**src/design/irc_tok_pkg.sv**
```systemverilog
`default_nettype none
// ----------------------------------------------------------------------------
// IRC tokenizer package
// Word types, character codes, parse phases and error codes shared by the
// tokenizer modules.
// ----------------------------------------------------------------------------
package irc_tok_pkg;

    localparam logic [7:0] CH_NUL   = 8'h00;
    localparam logic [7:0] CH_LF    = 8'h0A;
    localparam logic [7:0] CH_CR    = 8'h0D;
    localparam logic [7:0] CH_SPACE = 8'h20;
    localparam logic [7:0] CH_COLON = 8'h3A;

    localparam int QUEUE_DEPTH = 4;
    localparam int QPTR_W      = 2;
    localparam int QCNT_W      = 3;

    typedef enum logic [3:0] {
        PH_LEAD,
        PH_PFX,
        PH_CMD_LEAD,
        PH_NUM,
        PH_ALPHA,
        PH_PARAMS,
        PH_MIDDLE,
        PH_TRAIL_LEAD,
        PH_TRAIL,
        PH_DONE,
        PH_ERR
    } t_phase;

    typedef enum logic [2:0] {
        ERR_OK,
        ERR_SHORT,
        ERR_EMPTY_PFX,
        ERR_NO_CMD,
        ERR_BAD_CMD,
        ERR_MANY_PARAMS,
        ERR_TOO_LONG
    } t_err;

    typedef enum logic [1:0] {
        TK_PREFIX,
        TK_COMMAND,
        TK_MIDDLE,
        TK_TRAILING
    } t_tok_kind;

    typedef struct packed {
        logic [7:0] data_byte;
        logic       last;
    } t_in_word;

    typedef struct packed {
        logic       is_status;
        logic [1:0] token_kind;
        logic [8:0] token_start;
        logic [9:0] token_length;
        logic [3:0] param_index;
        logic [2:0] error_kind;
        logic       has_prefix;
        logic [3:0] param_count;
    } t_out_word;

    typedef struct packed {
        logic      push_a;
        logic      push_b;
        t_out_word rec_a;
        t_out_word rec_b;
    } t_push;

    function automatic logic is_digit(input logic [7:0] c);
        return (c >= 8'h30) && (c <= 8'h39);
    endfunction

    function automatic logic is_alpha(input logic [7:0] c);
        return ((c >= 8'h61) && (c <= 8'h7A)) || ((c >= 8'h41) && (c <= 8'h5A));
    endfunction

    function automatic t_err keep_err(input t_err cur, input t_err code);
        return (cur == ERR_OK) ? code : cur;
    endfunction

endpackage
`default_nettype wire

```
**src/design/irc_message_tokenizer_unit.sv**
```systemverilog
`default_nettype none
// ----------------------------------------------------------------------------
// IRC message tokenizer
// Splits one IRC line, fed a byte per word, into prefix, command and
// parameter token words, then a status word on the last byte.
// ----------------------------------------------------------------------------
//  channel   direction  word        handshake
//  in        input      t_in_word   i_in_valid / o_in_stall
//  out       output     t_out_word  o_out_valid / i_out_stall
//
//  One byte per cycle unless stalled; a byte is parsed from the input register.
//  Each byte yields zero or one token word; the last byte adds a status word,
//  so a line of N bytes gives at most N+1 output words through a 4-word queue.
//  The input stalls while a byte is held and fewer than two entries are free.
//  Synchronous active-low reset returns the parser to start of line.
// ----------------------------------------------------------------------------
module irc_message_tokenizer_unit #(
    parameter int MAX_PARAMS = 15,
    parameter int MAX_LINE   = 512
) (
    input  wire logic                   i_clk,
    input  wire logic                   i_rst_n,
    input  wire logic                   i_in_valid,
    output logic                        o_in_stall,
    input  wire irc_tok_pkg::t_in_word  i_in_word,
    output logic                        o_out_valid,
    input  wire logic                   i_out_stall,
    output irc_tok_pkg::t_out_word      o_out_word
);
    import irc_tok_pkg::*;

    t_push push;
    logic  room;

    irc_tok_core #(
        .MAX_PARAMS (MAX_PARAMS),
        .MAX_LINE   (MAX_LINE)
    ) u_core (
        .i_clk      (i_clk),
        .i_rst_n    (i_rst_n),
        .i_in_valid (i_in_valid),
        .o_in_stall (o_in_stall),
        .i_in_word  (i_in_word),
        .i_room     (room),
        .o_push     (push)
    );

    irc_tok_queue u_queue (
        .i_clk       (i_clk),
        .i_rst_n     (i_rst_n),
        .i_push      (push),
        .o_room      (room),
        .o_out_valid (o_out_valid),
        .i_out_stall (i_out_stall),
        .o_out_word  (o_out_word)
    );

endmodule
`default_nettype wire

```
**src/design/irc_tok_core.sv**
```systemverilog
`default_nettype none
// ----------------------------------------------------------------------------
// IRC tokenizer core
// Input register, two-byte hold line and line parser; builds up to two
// result words per accepted byte.
// ----------------------------------------------------------------------------
module irc_tok_core #(
    parameter int MAX_PARAMS = 15,
    parameter int MAX_LINE   = 512
) (
    input  wire logic                  i_clk,
    input  wire logic                  i_rst_n,
    input  wire logic                  i_in_valid,
    output logic                       o_in_stall,
    input  wire irc_tok_pkg::t_in_word i_in_word,
    input  wire logic                  i_room,
    output irc_tok_pkg::t_push         o_push
);
    import irc_tok_pkg::*;

    localparam int OFF_W = $clog2(MAX_LINE + 2);
    localparam int PF_W  = $clog2(MAX_PARAMS + 1);

    logic             r_in_valid, n_in_valid;
    t_in_word         r_in;
    logic [7:0]       r_held0, n_held0, r_held1, n_held1;
    logic [1:0]       r_held_cnt, n_held_cnt;
    t_phase           r_phase, n_phase;
    logic [OFF_W-1:0] r_off, n_off;
    logic [OFF_W-1:0] r_ts, n_ts;
    logic [1:0]       r_dc, n_dc;
    logic [PF_W-1:0]  r_pf, n_pf;
    logic             r_ps, n_ps;
    t_err             r_err, n_err;

    logic             in_acc, proc, line_end;
    logic [7:0]       c;
    logic [OFF_W-1:0] pos, end_pos;
    logic             end_req, tok_v, crlf_ok;
    t_tok_kind        tok_kind;
    logic [OFF_W-1:0] tok_s, tok_e, tok_len;
    logic [PF_W-1:0]  tok_idx;
    logic [31:0]      w_s, w_len, w_idx, w_pf;
    t_err             st_err;
    t_out_word        tok_w, st_w;

    assign proc       = r_in_valid && i_room;
    assign line_end   = proc && r_in.last;
    assign o_in_stall = r_in_valid && !i_room;
    assign in_acc     = i_in_valid && !o_in_stall;
    assign n_in_valid = in_acc ? 1'b1 : (proc ? 1'b0 : r_in_valid);

    always_ff @(posedge i_clk) begin
        if (!i_rst_n) begin
            r_in_valid <= 1'b0;
            r_held0    <= '0;
            r_held1    <= '0;
            r_held_cnt <= '0;
            r_phase    <= PH_LEAD;
            r_off      <= '0;
            r_ts       <= '0;
            r_dc       <= '0;
            r_pf       <= '0;
            r_ps       <= 1'b0;
            r_err      <= ERR_OK;
        end else begin
            r_in_valid <= n_in_valid;
            // drop all line state after the status word
            if (line_end) begin
                r_held0    <= '0;
                r_held1    <= '0;
                r_held_cnt <= '0;
                r_phase    <= PH_LEAD;
                r_off      <= '0;
                r_ts       <= '0;
                r_dc       <= '0;
                r_pf       <= '0;
                r_ps       <= 1'b0;
                r_err      <= ERR_OK;
            end else begin
                r_held0    <= n_held0;
                r_held1    <= n_held1;
                r_held_cnt <= n_held_cnt;
                r_phase    <= n_phase;
                r_off      <= n_off;
                r_ts       <= n_ts;
                r_dc       <= n_dc;
                r_pf       <= n_pf;
                r_ps       <= n_ps;
                r_err      <= n_err;
            end
        end
    end

    always_ff @(posedge i_clk) begin
        if (in_acc) begin
            r_in <= i_in_word;
        end
    end

    always_comb begin
        n_held0    = r_held0;
        n_held1    = r_held1;
        n_held_cnt = r_held_cnt;
        n_phase    = r_phase;
        n_off      = r_off;
        n_ts       = r_ts;
        n_dc       = r_dc;
        n_pf       = r_pf;
        n_ps       = r_ps;
        n_err      = r_err;
        c          = r_in.data_byte;
        pos        = r_off - OFF_W'(2);
        end_req    = 1'b0;
        end_pos    = pos;
        tok_v      = 1'b0;
        tok_kind   = TK_PREFIX;
        tok_s      = r_ts;
        tok_e      = pos;
        tok_idx    = '0;

        if (proc) begin
            if (r_off <= OFF_W'(MAX_LINE)) begin
                n_off = r_off + OFF_W'(1);
            end
            if (n_off > OFF_W'(MAX_LINE)) begin
                n_err   = ERR_TOO_LONG;
                n_phase = PH_ERR;
            end

            if (r_held_cnt == 2'd2 && n_phase != PH_DONE && n_phase != PH_ERR) begin
                if (r_held0 == CH_NUL) begin
                    end_req = 1'b1;
                    end_pos = pos;
                end else begin
                    case (n_phase)
                        PH_LEAD: begin
                            if (r_held0 == CH_COLON) begin
                                n_ts    = pos + OFF_W'(1);
                                n_phase = PH_PFX;
                            end else if (r_held0 != CH_SPACE) begin
                                n_ts = pos;
                                if (is_digit(r_held0)) begin
                                    n_phase = PH_NUM;
                                    n_dc    = 2'd1;
                                end else if (is_alpha(r_held0)) begin
                                    n_phase = PH_ALPHA;
                                end else begin
                                    n_err   = keep_err(n_err, ERR_BAD_CMD);
                                    n_phase = PH_ERR;
                                end
                            end
                        end
                        PH_PFX: begin
                            if (r_held0 == CH_SPACE) begin
                                if (pos <= r_ts) begin
                                    n_err   = keep_err(n_err, ERR_EMPTY_PFX);
                                    n_phase = PH_ERR;
                                end else begin
                                    tok_v    = 1'b1;
                                    tok_kind = TK_PREFIX;
                                    n_ps     = 1'b1;
                                    n_phase  = PH_CMD_LEAD;
                                end
                            end
                        end
                        PH_CMD_LEAD: begin
                            if (r_held0 != CH_SPACE) begin
                                n_ts = pos;
                                if (is_digit(r_held0)) begin
                                    n_phase = PH_NUM;
                                    n_dc    = 2'd1;
                                end else if (is_alpha(r_held0)) begin
                                    n_phase = PH_ALPHA;
                                end else begin
                                    n_err   = keep_err(n_err, ERR_BAD_CMD);
                                    n_phase = PH_ERR;
                                end
                            end
                        end
                        PH_NUM: begin
                            if (is_digit(r_held0) && r_dc < 2'd3) begin
                                n_dc = r_dc + 2'd1;
                            end else if (r_held0 == CH_SPACE && r_dc == 2'd3) begin
                                tok_v    = 1'b1;
                                tok_kind = TK_COMMAND;
                                n_phase  = PH_PARAMS;
                            end else begin
                                n_err   = keep_err(n_err, ERR_BAD_CMD);
                                n_phase = PH_ERR;
                            end
                        end
                        PH_ALPHA: begin
                            if (r_held0 == CH_SPACE) begin
                                tok_v    = 1'b1;
                                tok_kind = TK_COMMAND;
                                n_phase  = PH_PARAMS;
                            end else if (!is_alpha(r_held0)) begin
                                n_err   = keep_err(n_err, ERR_BAD_CMD);
                                n_phase = PH_ERR;
                            end
                        end
                        PH_PARAMS: begin
                            if (r_held0 == CH_COLON) begin
                                n_phase = PH_TRAIL_LEAD;
                            end else if (r_held0 != CH_SPACE) begin
                                if (r_pf >= PF_W'(MAX_PARAMS)) begin
                                    n_err   = keep_err(n_err, ERR_MANY_PARAMS);
                                    n_phase = PH_ERR;
                                end else begin
                                    n_ts    = pos;
                                    n_phase = PH_MIDDLE;
                                end
                            end
                        end
                        PH_MIDDLE: begin
                            if (r_held0 == CH_SPACE) begin
                                tok_v    = 1'b1;
                                tok_kind = TK_MIDDLE;
                                tok_idx  = r_pf;
                                n_pf     = r_pf + PF_W'(1);
                                n_phase  = PH_PARAMS;
                            end
                        end
                        PH_TRAIL_LEAD: begin
                            if (r_held0 != CH_SPACE) begin
                                if (r_pf >= PF_W'(MAX_PARAMS)) begin
                                    n_err   = keep_err(n_err, ERR_MANY_PARAMS);
                                    n_phase = PH_ERR;
                                end else begin
                                    n_ts    = pos;
                                    n_phase = PH_TRAIL;
                                end
                            end
                        end
                        default: begin
                        end
                    endcase
                end
            end

            if (r_in.last && r_held_cnt != 2'd0 && !end_req) begin
                end_req = 1'b1;
                end_pos = r_off - OFF_W'(1);
            end

            if (end_req) begin
                if (!tok_v) begin
                    tok_s = n_ts;
                    tok_e = end_pos;
                end
                case (n_phase)
                    PH_LEAD, PH_CMD_LEAD: begin
                        n_err   = keep_err(n_err, ERR_NO_CMD);
                        n_phase = PH_ERR;
                    end
                    PH_PFX: begin
                        n_err   = keep_err(n_err, ERR_EMPTY_PFX);
                        n_phase = PH_ERR;
                    end
                    PH_NUM: begin
                        if (n_dc != 2'd3) begin
                            n_err   = keep_err(n_err, ERR_BAD_CMD);
                            n_phase = PH_ERR;
                        end else begin
                            tok_v    = 1'b1;
                            tok_kind = TK_COMMAND;
                            n_phase  = PH_DONE;
                        end
                    end
                    PH_ALPHA: begin
                        tok_v    = 1'b1;
                        tok_kind = TK_COMMAND;
                        n_phase  = PH_DONE;
                    end
                    PH_MIDDLE, PH_TRAIL: begin
                        tok_v    = 1'b1;
                        tok_kind = (n_phase == PH_MIDDLE) ? TK_MIDDLE : TK_TRAILING;
                        tok_idx  = n_pf;
                        n_pf     = n_pf + PF_W'(1);
                        n_phase  = PH_DONE;
                    end
                    PH_PARAMS, PH_TRAIL_LEAD: begin
                        n_phase = PH_DONE;
                    end
                    default: begin
                    end
                endcase
            end

            if (!r_in.last) begin
                case (r_held_cnt)
                    2'd0: begin
                        n_held0    = c;
                        n_held_cnt = 2'd1;
                    end
                    2'd1: begin
                        n_held1    = c;
                        n_held_cnt = 2'd2;
                    end
                    default: begin
                        n_held0 = r_held1;
                        n_held1 = c;
                    end
                endcase
            end
        end
    end

    assign crlf_ok = (r_held_cnt != 2'd0) && (c == CH_LF) &&
                     (((r_held_cnt == 2'd2) ? r_held1 : r_held0) == CH_CR);
    assign st_err  = crlf_ok ? n_err : ERR_SHORT;

    assign tok_len = (tok_e >= tok_s) ? (tok_e - tok_s) : '0;
    assign w_s     = 32'(tok_s);
    assign w_len   = 32'(tok_len);
    assign w_idx   = 32'(tok_idx);
    assign w_pf    = 32'(n_pf);

    always_comb begin
        tok_w              = '0;
        tok_w.token_kind   = tok_kind;
        tok_w.token_start  = w_s[8:0];
        tok_w.token_length = w_len[9:0];
        tok_w.param_index  = w_idx[3:0];

        st_w             = '0;
        st_w.is_status   = 1'b1;
        st_w.error_kind  = st_err;
        st_w.has_prefix  = (st_err == ERR_OK) ? n_ps : 1'b0;
        st_w.param_count = (st_err == ERR_OK) ? w_pf[3:0] : 4'd0;
    end

    always_comb begin
        o_push.push_a = proc && (tok_v || r_in.last);
        o_push.push_b = proc && tok_v && r_in.last;
        o_push.rec_a  = tok_v ? tok_w : st_w;
        o_push.rec_b  = st_w;
    end

    assert property (@(posedge i_clk) disable iff (!i_rst_n)
        r_phase == PH_ERR |-> r_err != ERR_OK)
        else $error("error phase without error code");

    assert property (@(posedge i_clk) disable iff (!i_rst_n)
        o_push.push_b |-> o_push.push_a && o_push.rec_b.is_status)
        else $error("second word without first or not a status");

    assert property (@(posedge i_clk) disable iff (!i_rst_n)
        r_pf <= PF_W'(MAX_PARAMS))
        else $error("parameter count past limit");

endmodule
`default_nettype wire

```
**src/design/irc_tok_queue.sv**
```systemverilog
`default_nettype none
// ----------------------------------------------------------------------------
// IRC tokenizer result queue
// Four-entry queue of result words; takes up to two words per cycle and
// hands one word per cycle to the output channel unless it stalls.
// ----------------------------------------------------------------------------
module irc_tok_queue (
    input  wire logic                   i_clk,
    input  wire logic                   i_rst_n,
    input  wire irc_tok_pkg::t_push     i_push,
    output logic                        o_room,
    output logic                        o_out_valid,
    input  wire logic                   i_out_stall,
    output irc_tok_pkg::t_out_word      o_out_word
);
    import irc_tok_pkg::*;

    t_out_word         r_mem [QUEUE_DEPTH];
    logic [QPTR_W-1:0] r_wr, n_wr, r_rd, n_rd;
    logic [QCNT_W-1:0] r_cnt, n_cnt;
    logic              pop;

    assign o_out_valid = (r_cnt != '0);
    assign o_out_word  = r_mem[r_rd];
    assign o_room      = (r_cnt <= QCNT_W'(QUEUE_DEPTH - 2));
    assign pop         = o_out_valid && !i_out_stall;

    always_comb begin
        n_wr  = r_wr + QPTR_W'(i_push.push_a) + QPTR_W'(i_push.push_b);
        n_rd  = r_rd + QPTR_W'(pop);
        n_cnt = r_cnt + QCNT_W'(i_push.push_a) + QCNT_W'(i_push.push_b) - QCNT_W'(pop);
    end

    always_ff @(posedge i_clk) begin
        if (!i_rst_n) begin
            r_wr  <= '0;
            r_rd  <= '0;
            r_cnt <= '0;
        end else begin
            r_wr  <= n_wr;
            r_rd  <= n_rd;
            r_cnt <= n_cnt;
        end
    end

    always_ff @(posedge i_clk) begin
        if (i_push.push_a) begin
            r_mem[r_wr] <= i_push.rec_a;
        end
        if (i_push.push_b) begin
            r_mem[QPTR_W'(r_wr + QPTR_W'(1))] <= i_push.rec_b;
        end
    end

    assert property (@(posedge i_clk) disable iff (!i_rst_n)
        r_cnt <= QCNT_W'(QUEUE_DEPTH))
        else $error("queue count past depth");

    assert property (@(posedge i_clk) disable iff (!i_rst_n)
        i_push.push_a |-> r_cnt <= QCNT_W'(QUEUE_DEPTH - 2))
        else $error("push without room");

    assert property (@(posedge i_clk) disable iff (!i_rst_n)
        i_push.push_b |-> i_push.push_a)
        else $error("second push without first");

endmodule
`default_nettype wire

```
**config.mk**
```make
export PLATFORM = sky130hd
export DESIGN_NAME = irc_message_tokenizer_unit
export DESIGN_NICKNAME = d
export VERILOG_FILES = /design/src/design/irc_tok_pkg.sv /design/src/design/irc_message_tokenizer_unit.sv /design/src/design/irc_tok_core.sv /design/src/design/irc_tok_queue.sv
export SDC_FILE = /design/constraint.sdc
export NUM_CORES = 1
export LEC_CHECK = 0
export BUFFER_PORTS_ARGS = -buffer_cell sky130_fd_sc_hd__buf_2
export CORE_MARGIN = 8
export CORE_UTILIZATION = 25
export CTS_BUF_LIST = sky130_fd_sc_hd__clkbuf_4 sky130_fd_sc_hd__clkbuf_8
export CTS_CLUSTER_DIAMETER = 120
export CTS_CLUSTER_SIZE = 25
export DETAILED_ROUTE_END_ITERATION = 10
export PLACE_DENSITY = 0.36
export SKIP_LAST_GASP = 1
export SYNTH_ARGS = -nofsm -noshare
export SYNTH_HDL_FRONTEND = slang
export SYNTH_SLANG_ARGS = --single-unit
```
**constraint.sdc**
```tcl
create_clock -name i_clk -period 7.8 [get_ports i_clk]
set_input_delay 0.39 -clock i_clk [delete_from_list [all_inputs] [get_ports i_clk]]
set_output_delay 0.39 -clock i_clk [all_outputs]
set_load 0.02 [all_outputs]
```
==> reports/metrics.yaml, run 1 <==
antenna_found_initial: 1
area_growth_pct: 11.11
tns_ns: 0
cts-root-buf: "clkbuf_8"
synth_area_per_cell_um2: 9.670
synth_fa_ha_area_frac: 0.04204
period_needed_ns: 7.137
drive_gt1_frac: 0.1518
fill_cells: 4821
hp-class: "in -> reg"
layout_setup_ws_ns: 0.6628
dpl_worst_slack_ns: 0.5546
worstPathArrival_ns: 7.64
yosysSeqAreaShare: 0.3950
cts.repair_timing.setup_buffer_count: 0
yosysTopAreaCell: "dfxtp_1"
cap_violations: 0
grt_pass1_vias: 9227
wl_mm: 37.07
leakagePower_nw: 4.431
period_share: 0.9150
synth_top_family_by_area: "compound AO/OA/AOI/OAI gates"
yosys_warnings: 0
synth_compound_area_frac: 0.2236
max_slew.worst_pin.slew_ns: 1.008
dr_total_vias: 9215
die_h_um: 229.8
yosys.area_share.simple: 0.1779
dp_hpwl_mm: 26.40
synthArstFlopShare: 0
synth_top_area_share: 0.2872
slew_violations: 0
synth_enable_flop_cells: 41
endpoint_kind: "register"
grt_setup_unrepaired: "false"
synthFlopType: "dfxtp_1"
dr.pass1.iters: 5
vdd_ir_drop_max_mv: 0.08671
initial_core_util: 0.2524
grt_pass1_wl_mm: 58.03
ctsHtreeMaxLevel: 1
synth-xor-area-share: 0.03295
cts_buffers: 13
synth.area.top_cells: "dfxtp_1, edfxtp_1, mux4_2, a22o_1, nor2_1"
syn-num-nets: 1231
synth_mux_area_frac: 0.08221
grtUsageTotal: 0.1369
rows: 78
cp-start-kind: "register"
final_cell_mix: "dfxtp_1, nor2_1, nand2_1"
status: "finished clean"
diodes: 0
dieArea_mm2: 0.05282
insertion_delay_ns: 0.57
crit_type: "reg -> reg"
syn_inst: 1182
grt_max_degree: 36
nNetsFinal: 1264
die_w_um: 229.8
ys_types: 92
fmax_ghz: 0.1401
synth_area_mm2: 0.01143
worstPathMaxFanout: 9
io_pins: 49
rrSetupSlack_ns: 0.66
ctsLongestPathBuffers: 3
cp_slowest_stage_delay_ns: 0.43
vias_per_cell: 5.066
grt-ovfl-total: 0
coreArea_mm2: 0.04528
portBuffers: 48
power.density_mw_per_mm2: 209.4
slew-limit-headroom: 0.3256
cpMostUsedCell: "ha_1"
ys_ff_latch: 205
crit_required_ns: 8.31
final_common_cell: "dfxtp_1"
clk_pin_slew_ns: 0.16
avgRoutedWirePerCell_um: 20.38
finalSetupViolCount: 0
drc: 0
skew_ns: 0.05525
cts_tree: "done"
slowest_stage: "dfxtp_1"
clock_sinks: 205
hold_viol: 0
drt_iter0_drc: 655
gp_congestion: 0.8196
antenna_left: 0
fin_util: 0.2804
-- registers in the layout, summed over array words and instances, names as in the netlist, 3 cells and up --
register        flops
u_core.r_held0      8
u_core.r_phase      4
u_queue.r_cnt       3
u_core.r_held1      8
u_core.r_err        3
u_queue.r_mem     136
u_core.c            8
u_core.r_ts        10
u_core.r_pf         4
u_core.r_off       10
-- power by group --
group	internal (W)	switching, W	total (W)
registers	0.00113	0.0000585	0.00119
clock network	0.000181	0.000394	0.000574
logic	0.000331	0.000567	0.000898
total	0.00164	0.00102	0.00266
-- layer usage --
layer	wire length (um)	share of wire	GRT usage
met5	0	0	0
met4	486	0.013	0.02514
met3	1078	0.029	0.01638
met2	17290	0.47	0.2264
met1	18220	0.49	0.1912
-- synth_stat cells, types with 10 or more instances --
master    instances
mux2i_1          14
a21oi_1          48
a22o_1           59
dfxtp_1         164
and3_1           15
nor2_1          130
edfxtp_1         41
a21o_1           10
xor2_1           16
inv_1            49
a22oi_1          15
nor2b_1          18
nand2b_1         12
o21ai_0          34
nor3_1           26
nor4_1           10
a32o_1           38
mux4_2           34
clkbuf_1         40
a211oi_1         20
nand3_1          34
nand2_1          85
ha_1             32
a31oi_1          13
xnor2_1          27
buf_2            14
buf_1            10
-- repair_timing --
item                                    4_1_cts  5_1_grt
endpoints found under the setup margin        0       32
hold buffers                                 10        0
gates resized for setup                       0        2
endpoints found under the hold margin        10        0
-- cells by family (layout without fill, tap and decap cells) --
logic type               Yosys count  in the layout
adder cells (fa/ha/maj)           36             36
AND/OR/NAND/NOR                  399            399
multiplexers                      51             51
buffers and inverters            124            161
flip-flops                       205            205
XOR/XNOR                          43             43
AO/OA/AOI/OAI                    324            324
-- layout make-up --
| type | count | area [um2] | share of cell area |
|---|---|---|---|
| Clock buffer | 15 | 193.9 | 0.01527 |
| Clock inverter | 4 | 61.31 | 0.004828 |
| Inverter | 51 | 191.4 | 0.01507 |
| Multi-Input combinational cell | 853 | 6394 | 0.5034 |
| Sequential cell | 205 | 4517 | 0.3557 |
| Tap cell | 600 | 750.7 | 0.05911 |
| Timing Repair Buffer | 91 | 591.8 | 0.04660 |
-- path summary, 6_finish.rpt --
check                           cells after the start                   end            startpoint
worst max-delay path                               30  u_queue.r_mem[2][15]       u_core.r_off[2]
worst min-delay path                                2     u_core.r_in_valid               i_rst_n
worst max register to register                     30  u_queue.r_mem[2][15]       u_core.r_off[2]
worst min register to register                      1  u_queue.r_mem[3][33]  u_queue.r_mem[3][33]
-- metrics by stage --
| stage | hold slack, ns | power (W) | std cells | area [um2] |
|---|---|---|---|---|
| after floorplan | 0.4198 | 0.001842 | 1182 | 11430 |
| after global placement | 0.4356 | 0.002127 | 1790 | 12340 |
| after detailed placement | 0.4385 | 0.002114 | 1790 | 12340 |
| after CTS | 0.1052 | 0.002712 | 1819 | 12690 |
| after global routing | 0.1203 | 0.002833 | 1819 | 12700 |
| final | 0.1483 | 0.002660 | 1819 | 12700 |
-- critical path, delay by kind of cell, from the launching register on --
family | cells | cell delay (ns)
compound gates | 13 | 2.49
simple gates | 10 | 2.30
fa+ha+maj | 4 | 1.23
flops | 1 | 0.43
buf+inv | 2 | 0.33
xor+xnor | 1 | 0.31
Note: power is estimated with default switching activity, not from simulation.
==> inputs of run 2 (changes only) <==
--- a/config.mk
+++ b/config.mk
@@ -5,15 +5,17 @@
 export SDC_FILE = /design/constraint.sdc
 export NUM_CORES = 1
 export LEC_CHECK = 0
-export BUFFER_PORTS_ARGS = -buffer_cell sky130_fd_sc_hd__buf_2
 export CORE_MARGIN = 8
 export CORE_UTILIZATION = 25
 export CTS_BUF_LIST = sky130_fd_sc_hd__clkbuf_4 sky130_fd_sc_hd__clkbuf_8
 export CTS_CLUSTER_DIAMETER = 120
 export CTS_CLUSTER_SIZE = 25
 export DETAILED_ROUTE_END_ITERATION = 10
-export PLACE_DENSITY = 0.36
+export DONT_BUFFER_PORTS = 1
+export GPL_TIMING_DRIVEN = 1
+export PLACE_DENSITY = 0.35
 export SKIP_LAST_GASP = 1
 export SYNTH_ARGS = -nofsm -noshare
 export SYNTH_HDL_FRONTEND = slang
 export SYNTH_SLANG_ARGS = --single-unit
+export TNS_END_PERCENT = 20
==> reports/metrics.yaml, run 2 (synthesized netlist as in run 1, its figures left out) <==
status: "finished clean"  # unchanged
p_clk_frac: 0.218  # was 0.216
regMostFlops: "u_queue.r_mem"  # unchanged
crit_required_ns: 8.28  # was 8.31 ns
fmax_ghz: 0.1415  # was 0.1401 GHz
cpMostUsedCell: "ha_1"  # unchanged
coreArea_mm2: 0.04528  # unchanged
dieArea_mm2: 0.05282  # unchanged
rrSetupSlack_ns: 0.73  # was 0.66 ns
dpl_worst_slack_ns: 0.6133  # was 0.5546 ns
drc: 0  # unchanged
ctsHtreeMaxLevel: 1  # unchanged
hold_viol: 0  # unchanged
endpoint_kind: "register"  # unchanged
largest_reg_flops: 136  # unchanged
area_growth_pct: 8.736  # was 11.11%
finalSetupViolCount: 0  # unchanged
stdcell_count: 1767  # was 1819
switching_power_w: 0.0009999  # was 0.001019 W
r2r_start: "u_core.r_off[1]"  # was u_core.r_off[2]
cts.repair_timing.setup_buffer_count: 0  # unchanged
vdd_ir_drop_max_mv: 0.1012  # was 0.08671 mV
whs_endpoint: "u_queue.r_rd[0]"  # was u_core.r_in_valid
grt_max_degree: 52  # was 36
rr_endpoint: "u_queue.r_mem[3][13]"  # was u_queue.r_mem[2][15]
io_pins: 49  # unchanged
cts-root-buf: "clkbuf_8"  # unchanged
fill_cells: 4876  # was 4821
drive_gt1_frac: 0.1131  # was 0.1518
skew_ns: 0.01927  # was 0.05525 ns
sw_frac_of_total: 0.3778  # was 0.3831
cp_slowest_stage_delay_ns: 0.42  # was 0.43 ns
cp-start-kind: "register"  # unchanged
die_h_um: 229.8  # unchanged
final_cell_mix: "dfxtp_1, nor2_1, nand2_1"  # unchanged
antenna_left: 0  # unchanged
crit_buf_inv: 4  # was 2
fin_util: 0.2745  # was 0.2804
gp_congestion: 0.8058  # was 0.8196
dr_total_vias: 9071  # was 9215
ctsLongestPathBuffers: 3  # unchanged
rows: 78  # unchanged
wl_mm: 37.32  # was 37.07 mm
final_common_cell: "dfxtp_1"  # unchanged
max_slew.worst_pin.slew_ns: 1.025  # was 1.008 ns
nNetsFinal: 1212  # was 1264
period_needed_ns: 7.069  # was 7.137 ns
power.density_mw_per_mm2: 213.0  # was 209.4 mW/mm2
period_share: 0.9062  # was 0.9150
seqPwrFrac: 0.448  # was 0.447
leakagePower_nw: 4.181  # was 4.431 nW
die_w_um: 229.8  # unchanged
tns_ns: 0  # unchanged
vias_per_cell: 5.134  # was 5.066
dr.pass1.iters: 5  # unchanged
grtUsageTotal: 0.1376  # was 0.1369
initial_core_util: 0.2524  # unchanged
dp_cells: 1738  # was 1790
dp_hpwl_mm: 26.48  # was 26.40 mm
worstPathMaxFanout: 27  # was 9
slowest_stage: "dfxtp_1"  # unchanged
grt_pass1_vias: 9131  # was 9227
diodes: 0  # unchanged
hold_path_depth: 3  # was 2
internal_power_w: 0.001647  # was 0.001641 W
crit_family: "compound AO/OA/AOI/OAI gates"  # unchanged
grt_setup_unrepaired: "false"  # unchanged
grt_pass1_wl_mm: 57.86  # was 58.03 mm
avgRoutedWirePerCell_um: 21.12  # was 20.38 um
p_comb_frac: 0.333  # was 0.338
drt_iter0_drc: 579  # was 655
antenna_found_initial: 1  # unchanged
worstPathArrival_ns: 7.55  # was 7.64 ns
slew_violations: 0  # unchanged
grt-ovfl-total: 0  # unchanged
crit_type: "reg -> reg"  # unchanged
p_total_w: 0.002647  # was 0.002660 W
insertion_delay_ns: 0.55  # was 0.57 ns
hp-start: "i_out_stall"  # was i_rst_n
r2r_cells: 33  # was 30
layout_setup_ws_ns: 0.7314  # was 0.6628 ns
cts_tree: "done"  # unchanged
clock_sinks: 205  # unchanged
slew-limit-headroom: 0.3113  # was 0.3256
cap_violations: 0  # unchanged
cts_buffers: 12  # was 13
hp-class: "in -> reg"  # unchanged
largest_registers: "u_queue.r_mem: 136 flops, u_core.r_off: 10 flops, u_core.r_ts: 10 flops"  # unchanged
clk_pin_slew_ns: 0.16  # about the same
portBuffers: 0  # was 48
## run 2: cell count changes in the layout (fill, tap and decap cells not counted), sizes merged
cell and change:
buf -52, bufinv +1, clkinv -2, dlygate4sd3 +1
## run 2: power groups by stage
stage	logic (W)	clock network, W	registers [W]
detailed placement	0.000888	0	0.00121
floorplan	0.000668	0	0.00117
finish	0.000883	0.000577	0.00119
CTS	0.000896	0.000615	0.00119
global placement	0.000897	0	0.00121
global route	0.000978	0.000641	0.00120
## run 2: metal layers
layer,part of all wire,vias to the layer above,GRT usage
met4,0.021,0,0.03742
met5,0,-,0
li1,-,4393,-
met3,0.031,39,0.01871
met2,0.46,131,0.2239
met1,0.49,4508,0.1894
## run 2: worst max-delay path by stage
stage | slack, ns | endpoint | start | cells after the start
after floorplan | 1.18 | u_queue.r_mem[3][12] | u_core.r_off[2] | 32
after global placement | 0.78 | u_queue.r_mem[3][13] | u_core.r_off[1] | 33
after detailed placement | 0.61 | u_queue.r_mem[2][12] | u_core.r_off[1] | 33
after CTS | 0.59 | u_queue.r_mem[3][13] | u_core.r_off[1] | 33
after global routing | 0.008 | u_queue.r_mem[3][13] | u_core.r_off[1] | 33
final | 0.73 | u_queue.r_mem[3][13] | u_core.r_off[1] | 33
## run 2: worst reg2reg max path, delay by kind of cell, from the launching register on
family	cells	cell delay (ns)
AOI/OAI and AO/OA	14	2.39
and+or+nand+nor	10	1.91
adders and majority gates	4	1.24
buffers and inverters	4	0.75
DFF	1	0.42
xor gates and xnor gates	1	0.30
## run 2: area by class of cell
class / count / area [um2] / share of cell area
multi-input cells: 853 / 6394 / 0.5144
well taps: 600 / 750.7 / 0.06040
repair buffers: 40 / 331.6 / 0.02668
clock inverters: 3 / 50.05 / 0.004027
inverters: 51 / 191.4 / 0.01540
flip-flops and latches: 205 / 4517 / 0.3634
clock buffers: 15 / 193.9 / 0.01560
## run 2: repair_timing
| action | CTS | global route |
|---|---|---|
| endpoints found under the setup margin | 0 | 4 |
| hold buffers | 11 | 0 |
| resized for setup | 0 | 1 |
| endpoints found under the hold margin | 18 | 0 |
## run 2: metrics by stage
step           cell area (um2)  hold WS [ns]
4_1_cts                  12420        0.2362
3_5_place_dp             12070        0.4416
6_report                 12430        0.2952
2_1_floorplan            11430        0.4198
5_1_grt                  12430        0.2704
3_3_place_gp             12070        0.4365
==> inputs of run 3 (changes only) <==
--- a/config.mk
+++ b/config.mk
@@ -5,6 +5,7 @@
 export SDC_FILE = /design/constraint.sdc
 export NUM_CORES = 1
 export LEC_CHECK = 0
+export ABC_AREA = 1
 export CORE_MARGIN = 8
 export CORE_UTILIZATION = 25
 export CTS_BUF_LIST = sky130_fd_sc_hd__clkbuf_4 sky130_fd_sc_hd__clkbuf_8
==> reports/metrics.yaml, run 3 <==
largest_reg_flops: 136  # unchanged
regMostFlops: "u_queue.r_mem"  # unchanged
yosysSeqAreaShare: 0.3569  # was 0.3950
vdd_ir_drop_max_mv: 0.1175  # was 0.1012 mV
antenna_found_initial: 1  # unchanged
slew-limit-headroom: 0.2294  # was 0.3113
nNetsFinal: 1904  # was 1212
r2r_start: "u_core.r_off[0]"  # was u_core.r_off[1]
ys_types: 51  # was 92
hold_path_depth: 4  # was 3
power.density_mw_per_mm2: 276.2  # was 213.0 mW/mm2
dr.pass1.iters: 5  # unchanged
fill_cells: 5733  # was 4876
rrSetupSlack_ns: 1.02  # was 0.73 ns
fin_util: 0.2733  # was 0.2745
grt_max_degree: 75  # was 52
whs_endpoint: "u_queue.r_rd[0]"  # unchanged
drive_gt1_frac: 0.07143  # was 0.1131
dp_hpwl_mm: 31.63  # was 26.48 mm
area_growth_pct: 8.171  # was 8.736%
ctsHtreeMaxLevel: 1  # unchanged
final_common_cell: "nand2_1"  # was dfxtp_1
hp-class: "in -> reg"  # unchanged
final_cell_mix: "nand2_1, nor2_1, inv_1"  # was dfxtp_1, nor2_1, nand2_1
clk_pin_slew_ns: 0.16  # about the same
hp-start: "i_out_stall"  # unchanged
grt_pass1_vias: 11600  # was 9131
cp_slowest_stage_delay_ns: 0.64  # was 0.42 ns
initial_core_util: 0.2526  # was 0.2524
slowest_stage: "dfxtp_1"  # unchanged
period_share: 0.8696  # was 0.9062
synth_compound_area_frac: 0.1605  # was 0.2236
clock_sinks: 205  # unchanged
fmax_ghz: 0.1474  # was 0.1415 GHz
period_needed_ns: 6.783  # was 7.069 ns
largest_registers: "u_queue.r_mem: 136 flops, u_core.r_off: 10 flops, u_core.r_ts: 10 flops"  # unchanged
synth_top_area_share: 0.2596  # was 0.2872
r2r_cells: 33  # unchanged
cp-start-kind: "register"  # unchanged
synth_enable_flop_cells: 41  # unchanged
grt-ovfl-total: 0  # unchanged
cts_tree: "done"  # unchanged
rr_endpoint: "u_queue.r_mem[2][13]"  # was u_queue.r_mem[3][13]
grt_setup_unrepaired: "false"  # unchanged
grt_pass1_wl_mm: 72.18  # was 57.86 mm
worstPathArrival_ns: 7.31  # was 7.55 ns
io_pins: 49  # unchanged
placed_area_mm2: 0.01326  # was 0.01207 mm2
cts-root-buf: "clkbuf_8"  # unchanged
synth_mux_area_frac: 0  # was 0.08221
synth-xor-area-share: 0.01731  # was 0.03295
skew_ns: 0.05756  # was 0.01927 ns
endpoint_kind: "register"  # unchanged
synthArstFlopShare: 0  # unchanged
synthMostInstantiatedCell: "nand2_1"  # was dfxtp_1
worstPathMaxFanout: 25  # was 27
cap_violations: 0  # unchanged
crit_type: "reg -> reg"  # unchanged
ys_top_cells_by_count: "nand2_1, nor2_1, inv_1, dfxtp_1, o21ai_0"  # was dfxtp_1, nor2_1, nand2_1, a22o_1, inv_1
vias_per_cell: 4.744  # was 5.134
wl_mm: 46.43  # was 37.32 mm
hold_slack_ns: 0.2347  # was 0.2952 ns
synth_top_family_by_area: "simple AND/OR/NAND/NOR gates"  # was compound AO/OA/AOI/OAI gates
cts.repair_timing.setup_buffer_count: 0  # unchanged
yosys.area_share.simple: 0.3293  # was 0.1779
tns_ns: 0  # unchanged
status: "finished clean"  # unchanged
crit_required_ns: 8.32  # was 8.28 ns
yosysTopAreaCell: "dfxtp_1"  # unchanged
dr_total_vias: 12020  # was 9071
insertion_delay_ns: 0.59  # was 0.55 ns
diodes: 0  # unchanged
synth.area.top_cells: "dfxtp_1, nand2_1, edfxtp_1, nor2_1, o21ai_0"  # was dfxtp_1, edfxtp_1, mux4_2, a22o_1, nor2_1
drc: 0  # unchanged
p_total_w: 0.003779  # was 0.002647 W
portBuffers: 0  # unchanged
dieArea_mm2: 0.05805  # was 0.05282 mm2
rows: 82  # was 78
max_slew.worst_pin.slew_ns: 1.148  # was 1.025 ns
finalSetupViolCount: 0  # unchanged
die_w_um: 240.9  # was 229.8 um
gp_congestion: 0.8471  # was 0.8058
synth_area_per_cell_um2: 6.685  # was 9.670 um2
ys_ff_latch: 205  # unchanged
cts_buffers: 14  # was 12
leakagePower_nw: 6.000  # was 4.181 nW
syn-num-nets: 1941  # was 1231
coreArea_mm2: 0.05007  # was 0.04528 mm2
yosys_warnings: 0  # unchanged
slew_violations: 0  # unchanged
drt_iter0_drc: 796  # was 579
hold_viol: 0  # unchanged
avgRoutedWirePerCell_um: 18.32  # was 21.12 um
ctsLongestPathBuffers: 3  # unchanged
synth_fa_ha_area_frac: 0.03799  # was 0.04204
antenna_left: 0  # unchanged
die_h_um: 240.9  # was 229.8 um
syn_inst: 1892  # was 1182
design_area_mm2: 0.01368  # was 0.01243 mm2
synth_area_mm2: 0.01265  # was 0.01143 mm2
grtUsageTotal: 0.1592  # was 0.1376
synthFlopType: "dfxtp_1"  # unchanged
==> run 3: worst max-delay path by stage <==
stage / slack (ns) / end / from / cells past startpoint
after floorplan: 2.68 / u_queue.r_mem[1][16] / u_core.r_off[0] / 34
after global placement: 0.98 / u_queue.r_mem[2][12] / u_core.r_off[0] / 32
after detailed placement: 0.97 / u_queue.r_mem[2][12] / u_core.r_off[0] / 32
after CTS: 0.97 / u_queue.r_mem[2][13] / u_core.r_off[0] / 32
after global routing: 0.30 / u_queue.r_mem[0][13] / u_core.r_off[0] / 33
final: 1.02 / u_queue.r_mem[2][13] / u_core.r_off[0] / 33
==> run 3: where the power goes <==
group          switching (W)  internal (W)
clock network       0.000446      0.000214
registers          0.0000774       0.00116
logic                0.00133      0.000549
total                0.00185       0.00193
==> run 3: logic make-up after synthesis <==
group / Yosys count
adders and majority gates: 36
DFF: 205
AOI/OAI and AO/OA: 364
and+or+nand+nor: 955
xor gates and xnor gates: 25
buffers and inverters: 307
==> run 3: metrics by stage <==
step           worst slack (ns)  cells
6_report                  1.017   2534
5_1_grt                  0.2962   2534
4_1_cts                  0.9652   2534
3_5_place_dp             0.9743   2500
3_3_place_gp             0.9771   2500
2_1_floorplan             2.681   1892
==> run 3: critical path, delay by kind of cell (launching register included) <==
family | cells | cell delay [ns]
simple gates | 22 | 3.39
compound gates | 5 | 1.34
fa+ha+maj | 3 | 0.91
flops | 1 | 0.64
buf+inv | 3 | 0.47
==> run 3: cell type report <==
cell class / instances / area (um2) / area share
Clock buffer: 17 / 221.5 / 0.01619
Timing Repair Buffer: 35 / 290.3 / 0.02122
Inverter: 219 / 825.8 / 0.06036
Sequential cell: 205 / 4516 / 0.3300
Multi-Input combinational cell: 1380 / 6902 / 0.5044
Clock inverter: 6 / 86.33 / 0.006310
Tap cell: 672 / 840.8 / 0.06145
==> run 3: timing repair <==
action                    4_1_cts  5_1_grt
gates resized for setup         0        0
hold buffers                   11        0
hold endpoints to repair       17        0
==> run 3: layer usage <==
metal | GRT usage | up-vias | routed length (um)
li1 | - | 6106 | -
met1 | 0.2257 | 5640 | 22900
met2 | 0.2565 | 223 | 20890
met3 | 0.01861 | 50 | 1783
met4 | 0.03618 | 2 | 841
met5 | 0 | - | 13
